$ cat config.mk
export PLATFORM = sky130hd
export DESIGN_NAME = dual_mode_hms_stopwatch
export DESIGN_NICKNAME = d
export VERILOG_FILES = /design/src/hw/rtl/dmhs_pkg.sv /design/src/hw/rtl/dmhs_next.sv /design/src/hw/rtl/dual_mode_hms_stopwatch.sv
export SDC_FILE = /design/constraint.sdc
export NUM_CORES = 1
export LEC_CHECK = 0
export BUFFER_PORTS_ARGS = -buffer_cell sky130_fd_sc_hd__buf_2
export CAP_MARGIN = 20
export CORE_ASPECT_RATIO = 1.4
export CORE_MARGIN = 3
export CORE_UTILIZATION = 35
export DETAILED_ROUTE_END_ITERATION = 10
export PLACE_DENSITY_LB_ADDON = 0.15
export SLEW_MARGIN = 5
export SYNTH_ARGS = -nofsm -noshare
export SYNTH_HDL_FRONTEND = slang
export SYNTH_HIERARCHICAL = 1
export SYNTH_SLANG_ARGS = --single-unit
$ cat constraint.sdc
create_clock -name clk -period 12.9 [get_ports clk]
set_clock_uncertainty 0.15 [all_clocks]
set_input_delay 0.645 -clock clk [delete_from_list [all_inputs] [get_ports clk]]
set_output_delay 0.645 -clock clk [all_outputs]
set_load 0.01 [all_outputs]
$ cat src/hw/rtl/dmhs_pkg.sv
// Shared types, limits and digit split for the dual-mode h:m:s stopwatch.
package dmhs_pkg;

  localparam logic [5:0] SecMax   = 6'd59;
  localparam logic [5:0] MinMax   = 6'd59;
  localparam logic [6:0] HourMax  = 7'd99;
  localparam logic [6:0] HourWrap = 7'd100;
  localparam int unsigned NumAdj  = 6;

  // Adjust latch order
  localparam int unsigned AdjIncSec = 0;
  localparam int unsigned AdjDecSec = 1;
  localparam int unsigned AdjIncMin = 2;
  localparam int unsigned AdjDecMin = 3;
  localparam int unsigned AdjIncHr  = 4;
  localparam int unsigned AdjDecHr  = 5;

  typedef struct packed {
    logic tick;
    logic clear;
    logic pause;
    logic resume;
    logic mode_button;
    logic inc_seconds_button;
    logic dec_seconds_button;
    logic inc_minutes_button;
    logic dec_minutes_button;
    logic inc_hours_button;
    logic dec_hours_button;
  } dmhs_in_t;

  typedef struct packed {
    logic [3:0] sec_ones;
    logic [2:0] sec_tens;
    logic [3:0] min_ones;
    logic [2:0] min_tens;
    logic [3:0] hour_ones;
    logic [3:0] hour_tens;
    logic       counting_down;
    logic       buzzer;
    logic       running;
  } dmhs_out_t;

  typedef struct packed {
    logic [5:0]        seconds;
    logic [5:0]        minutes;
    logic [6:0]        hours;
    logic              down_mode;
    logic              run_flag;
    logic              buzzer_on;
    logic              mode_prev;
    logic [NumAdj-1:0] adj_latch;
  } dmhs_state_t;

  // Split 0..99 into tens (upper nibble) and ones (lower nibble).
  // Tens by reciprocal multiply: (v * 205) >> 11 is exact for v < 1029.
  function automatic logic [7:0] bcd_split(input logic [6:0] v);
    logic [14:0] prod;
    logic [3:0]  q;
    logic [6:0]  rem;
    prod = {8'd0, v} * 15'd205;
    q    = prod[14:11];
    rem  = v - {q[3:0], 3'b000} - {2'b00, q[3:0], 1'b0};
    return {q, rem[3:0]};
  endfunction

endpackage

$ cat src/hw/rtl/dmhs_next.sv
// Next-state logic: clear, pause/resume, tick carry or borrow, mode and adjusts.
module dmhs_next
  import dmhs_pkg::*;
(
  input  dmhs_state_t state_i,
  input  dmhs_in_t    item_i,
  output dmhs_state_t state_o
);

  logic [NumAdj-1:0] press;
  logic [NumAdj-1:0] edge_hit;

  assign press = {item_i.dec_hours_button, item_i.inc_hours_button,
                  item_i.dec_minutes_button, item_i.inc_minutes_button,
                  item_i.dec_seconds_button, item_i.inc_seconds_button};
  assign edge_hit = press & ~state_i.adj_latch;

  always_comb begin
    dmhs_state_t s;
    s = state_i;

    if (item_i.clear) begin
      s.seconds = '0;
      s.minutes = '0;
      s.hours   = '0;
    end
    if (item_i.pause) s.run_flag = 1'b0;
    if (item_i.resume) begin
      s.run_flag  = 1'b1;
      s.buzzer_on = 1'b0;
    end

    if (item_i.tick && s.run_flag) begin
      if (!s.down_mode) begin
        s.buzzer_on = 1'b0;
        s.seconds   = s.seconds + 6'd1;
        if (s.seconds > SecMax) begin
          s.seconds = '0;
          s.minutes = s.minutes + 6'd1;
        end
        if (s.minutes > MinMax) begin
          s.minutes = '0;
          s.hours   = s.hours + 7'd1;
        end
        if (s.hours >= HourWrap) begin
          s.hours   = '0;
          s.minutes = '0;
          s.seconds = '0;
        end
      end else if (s.seconds != '0) begin
        s.seconds = s.seconds - 6'd1;
      end else if (s.minutes != '0) begin
        s.minutes = s.minutes - 6'd1;
        s.seconds = SecMax;
      end else if (s.hours != '0) begin
        s.hours   = s.hours - 7'd1;
        s.minutes = MinMax;
        s.seconds = SecMax;
      end else begin
        s.buzzer_on = 1'b1;
      end
    end

    if (item_i.mode_button && !state_i.mode_prev) s.down_mode = !s.down_mode;
    s.mode_prev = item_i.mode_button;

    // Adjusts in latch order; increments saturate, decrements stop at zero
    if (edge_hit[AdjIncSec] && s.seconds < SecMax) s.seconds = s.seconds + 6'd1;
    if (edge_hit[AdjDecSec] && s.seconds != '0)    s.seconds = s.seconds - 6'd1;
    if (edge_hit[AdjIncMin] && s.minutes < MinMax) s.minutes = s.minutes + 6'd1;
    if (edge_hit[AdjDecMin] && s.minutes != '0)    s.minutes = s.minutes - 6'd1;
    if (edge_hit[AdjIncHr] && s.hours < HourMax)   s.hours   = s.hours + 7'd1;
    if (edge_hit[AdjDecHr] && s.hours != '0)       s.hours   = s.hours - 7'd1;
    s.adj_latch = press;

    state_o = s;
  end

endmodule

$ cat src/hw/rtl/dual_mode_hms_stopwatch.sv
// Top level of the dual-mode hours/minutes/seconds stopwatch and countdown timer.
//
// Usage:
//   Input channel (in_valid/in_stall/in_data) carries one beat per clock sample:
//   the one-second tick, clear/pause/resume pulses and the levels of the mode
//   button and six adjust buttons. Every input beat yields exactly one result
//   beat on the output channel (out_valid/out_stall/out_data): six BCD digits
//   plus direction, buzzer and running flags, showing the state after the beat.
//   A beat taken sits in the input register; as it moves on it updates the
//   count and its result goes into the result register, shown on out_*.
//   Throughput: one beat per cycle while out_stall is low; the next beat is
//   taken while a result waits: input and result registers part the two sides.
//   When the receiver stalls, the result register holds; at most one more beat is
//   taken into the input register, then in_stall rises until the result drains.
//   Reset: count 00:00:00, counting up, running, buzzer off, all buttons
//   treated as released; both registers empty.
//   Press edges are taken between successive beats, not between clocks.
module dual_mode_hms_stopwatch
  import dmhs_pkg::*;
(
  input  logic      clk,
  input  logic      rst_n,
  input  logic      in_valid,
  output logic      in_stall,
  input  dmhs_in_t  in_data,
  output logic      out_valid,
  input  logic      out_stall,
  output dmhs_out_t out_data
);

  logic        s1_valid_r;
  dmhs_in_t    s1_data_r;
  dmhs_state_t state_r;
  dmhs_state_t state_nxt;
  logic        out_valid_r;
  dmhs_out_t   out_data_r;
  logic        out_free;
  logic        s1_fire;
  logic [7:0]  sec_bcd;
  logic [7:0]  min_bcd;
  logic [7:0]  hour_bcd;

  // Result register can take a beat when empty or being drained this cycle
  assign out_free = !out_valid_r || !out_stall;
  assign s1_fire  = s1_valid_r && out_free;
  // Hold the input side only when the staged beat cannot move on
  assign in_stall = s1_valid_r && !out_free;

  // Input register: take a beat whenever it is empty or moving forward
  always_ff @(posedge clk) begin
    if (!rst_n) begin
      s1_valid_r <= 1'b0;
    end else if (!in_stall) begin
      s1_valid_r <= in_valid;
    end
  end

  always_ff @(posedge clk) begin
    if (in_valid && !in_stall) begin
      s1_data_r <= in_data;
    end
  end

  // Count, flags and press latches advance once per staged beat
  dmhs_next u_next (
    .state_i (state_r),
    .item_i  (s1_data_r),
    .state_o (state_nxt)
  );

  always_ff @(posedge clk) begin
    if (!rst_n) begin
      state_r.seconds   <= '0;
      state_r.minutes   <= '0;
      state_r.hours     <= '0;
      state_r.down_mode <= 1'b0;
      state_r.run_flag  <= 1'b1;
      state_r.buzzer_on <= 1'b0;
      state_r.mode_prev <= 1'b0;
      state_r.adj_latch <= '0;
    end else if (s1_fire) begin
      state_r <= state_nxt;
    end
  end

  // Split the new count into BCD digits for the result
  assign sec_bcd  = bcd_split({1'b0, state_nxt.seconds});
  assign min_bcd  = bcd_split({1'b0, state_nxt.minutes});
  assign hour_bcd = bcd_split(state_nxt.hours);

  always_ff @(posedge clk) begin
    if (!rst_n) begin
      out_valid_r <= 1'b0;
    end else if (out_free) begin
      out_valid_r <= s1_valid_r;
    end
  end

  always_ff @(posedge clk) begin
    if (s1_fire) begin
      out_data_r.sec_ones      <= sec_bcd[3:0];
      out_data_r.sec_tens      <= sec_bcd[6:4];
      out_data_r.min_ones      <= min_bcd[3:0];
      out_data_r.min_tens      <= min_bcd[6:4];
      out_data_r.hour_ones     <= hour_bcd[3:0];
      out_data_r.hour_tens     <= hour_bcd[7:4];
      out_data_r.counting_down <= state_nxt.down_mode;
      out_data_r.buzzer        <= state_nxt.buzzer_on;
      out_data_r.running       <= state_nxt.run_flag;
    end
  end

  assign out_valid = out_valid_r;
  assign out_data  = out_data_r;

  // Minutes and seconds never leave 0..59
  a_ms_range: assert property (@(posedge clk) disable iff (!rst_n)
    (state_r.seconds <= SecMax) && (state_r.minutes <= MinMax))
    else $error("minutes or seconds out of range");

  // Hours never leave 0..99
  a_hr_range: assert property (@(posedge clk) disable iff (!rst_n)
    state_r.hours <= HourMax)
    else $error("hours out of range");

  // A staged beat that moves on always lands in the result register
  a_fire_out: assert property (@(posedge clk) disable iff (!rst_n)
    s1_fire |=> out_valid_r)
    else $error("staged beat lost");

endmodule

==> run summary, run 1 <==
The tool flagged a number of max-cap violations equal to 0. The depth of the worst register-to-register path is 40. Detailed placement ended at an HPWL of 16,400 µm. The wire length per cell after detailed routing is 16.9 µm. For this run, the slowest stage of the critical path takes 0.81 ns. The critical path buffer and inverter count came out at 4. The first global-routing pass estimated 34,400 µm of wire.

By startpoint and endpoint, the worst setup path is classified as flop to flop. The number of diodes added for antenna fixing came out at 0. The worst max-slew margin expressed relative to the limit came out at 31.1%. The number of antenna violations at the first check in global routing is 0.

For the pin with the worst max-slew slack, the measured transition is 1.03 ns. In the layout the commonest cells are sky130_fd_sc_hd__nand2_1 (114), sky130_fd_sc_hd__ha_1 (104), sky130_fd_sc_hd__inv_1 (71). The library cell used most frequently in the layout, excluding fill and tap cells, is sky130_fd_sc_hd__nand2_1. The via count of the first global-routing pass came out at 6,661. The max-slew violation count came out at 0.

The power density relative to cell area came out at 157 mW/mm². The number of enable-type register cells in the synthesized netlist is 36. For this design the top-level I/O count stands at 42. The weighted congestion reported at the end of routability-driven placement is 0.900.

The maximum clock path buffer count is 2. The sequential-to-total area share from yosys stat came out at 21.4%. The chip height came out at 184 µm. The relative contribution of sequential cells to total power is 22.3%. Clock tree synthesis found a total of 67 sinks. The worst ir drop on vdd is 0.119 mV.

The length of the first detailed-routing pass in iterations is 5. In this run the number of H-tree levels came out at 3. The analysis attributes to net switching a power of 563 µW. The async set-reset flop share out of synthesis came out at 0%. The layout net count is 1,072. Counting every instance in the synthesized netlist gives 917. The final critical path takes up 90.9% of the cycle.

In the synthesized netlist the dominant register cell turns out to be sky130_fd_sc_hd__edfxtp_1. The flip-flop and latch count after synthesis came out at 67. The post-cts sizing count is 0. The static power due to leakage came out at 3.69 nW. In the routed design, unresolved DRC markers number 0. The signed area change from the synthesized netlist to the final layout is 7.14%.

The startpoint of the worst register-to-register path is s1_data_r[9]. The post-detailed-route via-to-cell ratio came out at 5.39. Setup repair after global routing left no endpoint under its margin. Across the whole layout, storage elements account for 0.00170 mm².

The total global-route track usage came out at 17.2%. The count of buffers from port buffering is 41. The flow ran to the end, and the final reports show no timing, DRC or antenna violations.

The clock insertion delay at the later pin of the skew report came out at 0.34 ns. The worst setup path is launched from a flop. The total count of hold-check failures in the final report was 0. The starting DRC count in detailed routing is 310. The netlist area before placement is 0.00796 mm². The chip width is 133 µm. The post-detailed-routing wire length is 20,900 µm. TritonCTS built the clock tree. Entering global routing, the biggest net connects 45 pins. The kind of capture point of the worst setup path is a flop. The instance count on the critical path is 40. The number of nets in the synthesized netlist came out at 1,056. The startpoint identified for the worst hold timing path is state_r[3]. The design internal power came out at 773 µW. The share of layout cells above drive strength 1 is 12.7%. Setup violations remaining at the end of the flow were counted as 0.

In this run the critical register-to-register path is captured at out_data[10]. Clock tree synthesis inserted a total of 9 buffers. The maximum clock frequency is 85.3 MHz. The number of hold buffers added after cts is 0.

Once detail routing completed, the nets flagged for antenna violations numbered 0. The region available for standard cell placement spans 0.0221 mm². The shortest period the worst path allows is 11.72 ns. The tightest min-delay check is of the flop to flop type. The aggregate negative setup slack is 0 ns. The mean cell area of the mapped netlist is 8.68 µm². At the worst endpoint, the required time is 12.83 ns. The power after layout came out at 1.34 mW.

The arrival time of the worst setup path came out at 11.66 ns. The detailed router placed 6,661 vias in this run. The post-CTS setup repair buffer count is 0. The count of unique library cells instantiated by Yosys is 105. The number of stages on the worst hold path came out at 2. In this design, the critical path's most frequently occurring cell is sky130_fd_sc_hd__ha_1. The die area is 0.0246 mm². The clock slew seen by the registers of the worst setup and hold paths is 0.06 ns. The switching share of total power came out at 42.2%. The maximum net fanout on the critical path is 14. The worst hold endpoint is state_r[3]. The total overflow reported by the global router came out at 0. The number of rows created at floorplan is 64. The initial core utilization came out at 36.0%. Once layout is complete, the utilization of the core stands at 38.6%. The slowest stage of the critical path is the sky130_fd_sc_hd__a31oi_1 cell.

The cell family contributing the most delay on the critical path is compound AO/OA/AOI/OAI gates. The internal reg-to-reg setup slack is 1.18 ns. Fill cells in the final layout number 2,378. The CTS root buffer is sky130_fd_sc_hd__clkbuf_16. The clock network accounts for 17.9% of the total power. The combined area of the multi-input logic cells is 0.00561 mm². The combinational power share came out at 59.7%. The Yosys step of the flow raised 6 warnings.
layout make-up:
class,count,area share [%]
multi-input cells,730,65.8
flip-flops and latches,67,20.0
well taps,297,4.36
repair buffers,51,3.29
inverters,74,3.26
clock buffers,12,2.77
clock inverters,4,0.514
per-stage QoR:
step,hold WS (ns),cells,setup WS [ns],cell area (µm²)
after floorplan,0.283,917,2.71,7960
after global placement,0.298,1219,1.53,8240
after detailed placement,0.309,1219,1.30,8240
after CTS,0.317,1235,1.23,8520
after global routing,0.323,1235,0.192,8520
final,0.313,1235,1.18,8520
power groups by stage:
| stage | logic, mW | clock network, mW | registers [mW] |
|---|---|---|---|
| final | 0.798 | 0.240 | 0.298 |
| after global routing | 0.932 | 0.254 | 0.302 |
| after CTS | 0.815 | 0.247 | 0.299 |
| after detailed placement | 0.809 | 0 | 0.303 |
| after global placement | 0.810 | 0 | 0.304 |
| after floorplan | 0.606 | 0 | 0.307 |
state kept, by name (all words and copies together), names as in the netlist:
| name | flops |
|---|---|
| state_r | 29 |
| out_data | 25 |
| s1_data_r | 11 |
| out_valid | 1 |
| s1_valid_r | 1 |
cell usage after synthesis (14+ instances only):
cell,n,area [µm²]
sky130_fd_sc_hd__a21boi_0,29,218
sky130_fd_sc_hd__a21oi_1,32,160
sky130_fd_sc_hd__clkbuf_1,20,75.1
sky130_fd_sc_hd__dfxtp_1,31,621
sky130_fd_sc_hd__edfxtp_1,36,1080
sky130_fd_sc_hd__fa_1,20,400
sky130_fd_sc_hd__ha_1,104,1300
sky130_fd_sc_hd__inv_1,72,270
sky130_fd_sc_hd__mux2i_1,14,140
sky130_fd_sc_hd__nand2_1,114,428
sky130_fd_sc_hd__nand3_1,31,155
sky130_fd_sc_hd__nor2_1,58,218
sky130_fd_sc_hd__nor2b_1,20,125
sky130_fd_sc_hd__nor3_1,19,95.1
sky130_fd_sc_hd__o21ai_0,25,125
sky130_fd_sc_hd__xnor2_1,34,298
sky130_fd_sc_hd__xor2_1,20,175
cell families (layout without fill, tap and decap cells):
kind of cell,count (synthesis),count (layout),synth area share [%]
AOI/OAI and AO/OA,208,208,19.8
xor gates and xnor gates,56,56,6.43
adders and majority gates,124,124,21.4
muxes,17,17,2.19
DFF,67,67,21.4
buffers and inverters,120,141,8.07
and+or+nand+nor,325,325,20.8
worst min-delay path, cell delays in order, from the launching register on:
cell and delay, ns:
sky130_fd_sc_hd__dfxtp_1 0.30, sky130_fd_sc_hd__nand2_1 0.05, sky130_fd_sc_hd__a21boi_0 0.06
worst max path at each step:
stage	from	slack [ns]	end
2_1_floorplan	s1_data_r[9]	2.71	out_data[10]
3_3_place_gp	s1_data_r[9]	1.53	out_data[10]
3_5_place_dp	s1_data_r[9]	1.30	out_data[10]
4_1_cts	s1_data_r[9]	1.23	out_data[10]
5_1_grt	s1_data_r[9]	0.19	out_data[10]
6_report	s1_data_r[9]	1.18	out_data[10]
per-layer routing:
metal	vias to the layer above	share of wire (%)	global-route usage [%]
met4	0	1.9	4.53
li1	3316	-	-
met3	28	3.3	2.05
met5	-	0	0
met2	138	52	32.3
met1	3179	43	20.8
Note: power is estimated with default switching activity, not from simulation.
==> run 2, diff against run 1 <==
--- a/config.mk
+++ b/config.mk
@@ -14,2 +14,3 @@
 export PLACE_DENSITY_LB_ADDON = 0.15
+export REMOVE_ABC_BUFFERS = 1
 export SLEW_MARGIN = 5
==> constraint.sdc (replaced) <==
create_clock -name clk -period 12.9 [get_ports clk]
set_clock_uncertainty 0.15 [all_clocks]
set_input_delay 1.29 -clock clk [delete_from_list [all_inputs] [get_ports clk]]
set_output_delay 1.29 -clock clk [all_outputs]
set_load 0.01 [all_outputs]
==> run 2 against run 1 <==
Against the previous run:
- global-route usage fell by 0.65 points
- non-clock buffer count is 1 lower
- sequential share of layout area is essentially flat
- maximum frequency fell by 1.4%
- critical path type unchanged
- utilization is essentially flat
==> run summary, run 2 (synthesis results as in run 1) <==
The run finished with clean final reports. The boundary pin count is 42. The aggregate negative setup slack came out at 0 ns. Detailed routing inserted a total of 6,645 vias. For this block, the initial DRC count from the detailed router was 290. The wire length per cell after detailed routing came out at 16.3 µm. For this run, the number of standard cells in the final layout without fillers is 1,234. The clock insertion delay at the later pin of the skew report came out at 0.35 ns.

In this run the most critical hold path is launched from state_r[7]. The type of the most critical hold path is flop to flop. The number of flip-flops under the largest register name came out at 29. The number of diodes added for antenna fixing came out at 0. Row generation in the floorplan step produced 64 rows. In this run the worst path has a maximum fanout of 28.

TritonCTS built the clock tree. The worst ir drop on vdd came out at 0.115 mV. The power density relative to cell area is 155 mW/mm².

The worst setup path is launched from a flop. The die area is 0.0246 mm². In this design, the critical path's most frequently occurring cell is sky130_fd_sc_hd__ha_1. The tree is rooted in a sky130_fd_sc_hd__clkbuf_16. The chip width is 133 µm. The layout net count is 1,071. The library cell used most frequently in the layout, excluding fill and tap cells, is sky130_fd_sc_hd__nand2_1. The total count of hold-check failures in the final report is 0. The post-detailed-routing wire length is 20,100 µm. The static power due to leakage came out at 3.68 nW. The maximum clock frequency is 84.1 MHz. The count of nets left with antenna violations once routing finished came out at 0. The startpoint identified for the worst register-to-register timing path is s1_data_r[9]. The register bank with the most flops is state_r. Measured against its own limit, the worst slew margin works out to 38.0%.

The number of antenna violations at the first check in global routing came to 0. The placed cell count is 1,218. In this run the critical register-to-register path is captured at out_data[10]. The number of DRC violations after detailed routing is 0. The chip height came out at 184 µm. Among all stages on the critical path, the largest delay is contributed by sky130_fd_sc_hd__a31oi_1. The number of sinks handled by clock tree synthesis came out at 67. The clock passes through at most 2 buffers. The slew at the pin closest to its max-slew limit is 0.925 ns.

The initial core utilization came out at 36.0%. The total global-route track usage came out at 16.6%. The routed design could run at a clock period as short as 11.89 ns.

The signed area change from the synthesized netlist to the final layout came out at 7.11%. The max-slew violation count is 0. The post-detailed-route via-to-cell ratio is 5.38. The pin count of the biggest net entering global routing came out at 32.

The level count of the clock H-tree came out at 3. The post-cts sizing count came out at 0. Setup repair after global routing left no endpoint under its margin. Cells with a size suffix above 1 make up 13.1% of the layout.

The required time reported for the critical path endpoint came out at 12.85 ns. The clock slew seen by the registers of the worst setup and hold paths came out at 0.06 ns. The internal reg-to-reg setup slack came out at 1.01 ns. The smallest hold slack came out at 0.311 ns. The largest single stage delay on the critical path is 0.76 ns.

The length of the first detailed-routing pass in iterations came out at 5. The arrival time of the worst setup path came out at 11.84 ns. The kind of capture point of the worst setup path is a flop. The count of final setup violators came out at 0. The count of buffers added on input and output ports is 41. The library cells used most frequently in the layout, excluding fill and tap cells, are sky130_fd_sc_hd__nand2_1 (114), sky130_fd_sc_hd__ha_1 (104), sky130_fd_sc_hd__inv_1 (71). The number of stages on the worst hold path is 2.

The total CTS buffers is 9. The post-CTS setup repair buffer count came out at 0. The first global-routing pass estimated 32,800 µm of wire. The max capacitance violation total is 0. The number of hold buffers added after cts is 0. The setup path with the least slack is of type flop to flop. The wire-length estimate of the detail-placed layout is 15,600 µm. The worst path uses 92.2% of the clock period.

For hold timing, the worst endpoint is state_r[7]. After global routing the overflow that remains totals 0. For the worst flop-to-flop path, the logic depth is 41. At the end of routability-driven placement, the weighted congestion stood at 0.867. The via count of the first global-routing pass is 6,590. The region available for standard cell placement spans 0.0221 mm².
-- run 2: worst max-delay path by stage --
stage                  from      endpoint  slack, ns
6_report       s1_data_r[9]  out_data[10]       1.01
2_1_floorplan  s1_data_r[9]  out_data[10]       2.35
5_1_grt        s1_data_r[9]  out_data[10]       0.06
3_3_place_gp   s1_data_r[9]  out_data[10]       1.23
3_5_place_dp   s1_data_r[9]  out_data[10]       0.98
4_1_cts        s1_data_r[9]  out_data[10]       0.95
-- run 2: worst max-delay path: cells and delay by family (launching register included) --
kind / cells / cell delay [ns]
AND/OR/NAND/NOR: 10 / 2.72
XOR/XNOR: 4 / 0.69
AO/OA/AOI/OAI: 11 / 3.61
buffers and inverters: 5 / 0.70
multiplexers: 3 / 0.82
adder cells (fa/ha/maj): 8 / 2.53
flip-flops: 1 / 0.37
-- run 2: final cells by class --
| cell class | count | area (µm²) |
|---|---|---|
| fill | 2330 | 13600 |
| multi-input combinational | 730 | 5620 |
| sequential | 67 | 1700 |
| tap | 297 | 372 |
| inverter | 74 | 278 |
| timing repair buffer | 50 | 273 |
| clock buffer | 9 | 225 |
| clock inverter | 7 | 56.3 |
-- run 2: report_power, final --
group,switching (mW),internal (mW),total [mW]
combinational,0.444,0.341,0.785
clock,0.110,0.133,0.244
sequential,0.0164,0.279,0.296
total,0.571,0.754,1.32
-- run 2: layer usage --
layer | GRT usage [%] | up-vias | wire [µm]
li1 | - | 3321 | -
met1 | 19.8 | 3116 | 8610
met2 | 29.9 | 171 | 10100
met3 | 2.87 | 37 | 910
met4 | 6.01 | 0 | 476
met5 | 0 | - | 0
-- run 2: through the flow --
step           power (mW)  setup WS, ns  cell area [µm²]  utilization (%)
2_1_floorplan       0.900          2.35             7590                -
3_3_place_gp         1.10          1.23             8240             37.3
3_5_place_dp         1.10         0.981             8240             37.3
4_1_cts              1.35         0.946             8520             38.5
5_1_grt              1.49        0.0575             8520             38.6
6_report             1.32          1.01             8520             38.6
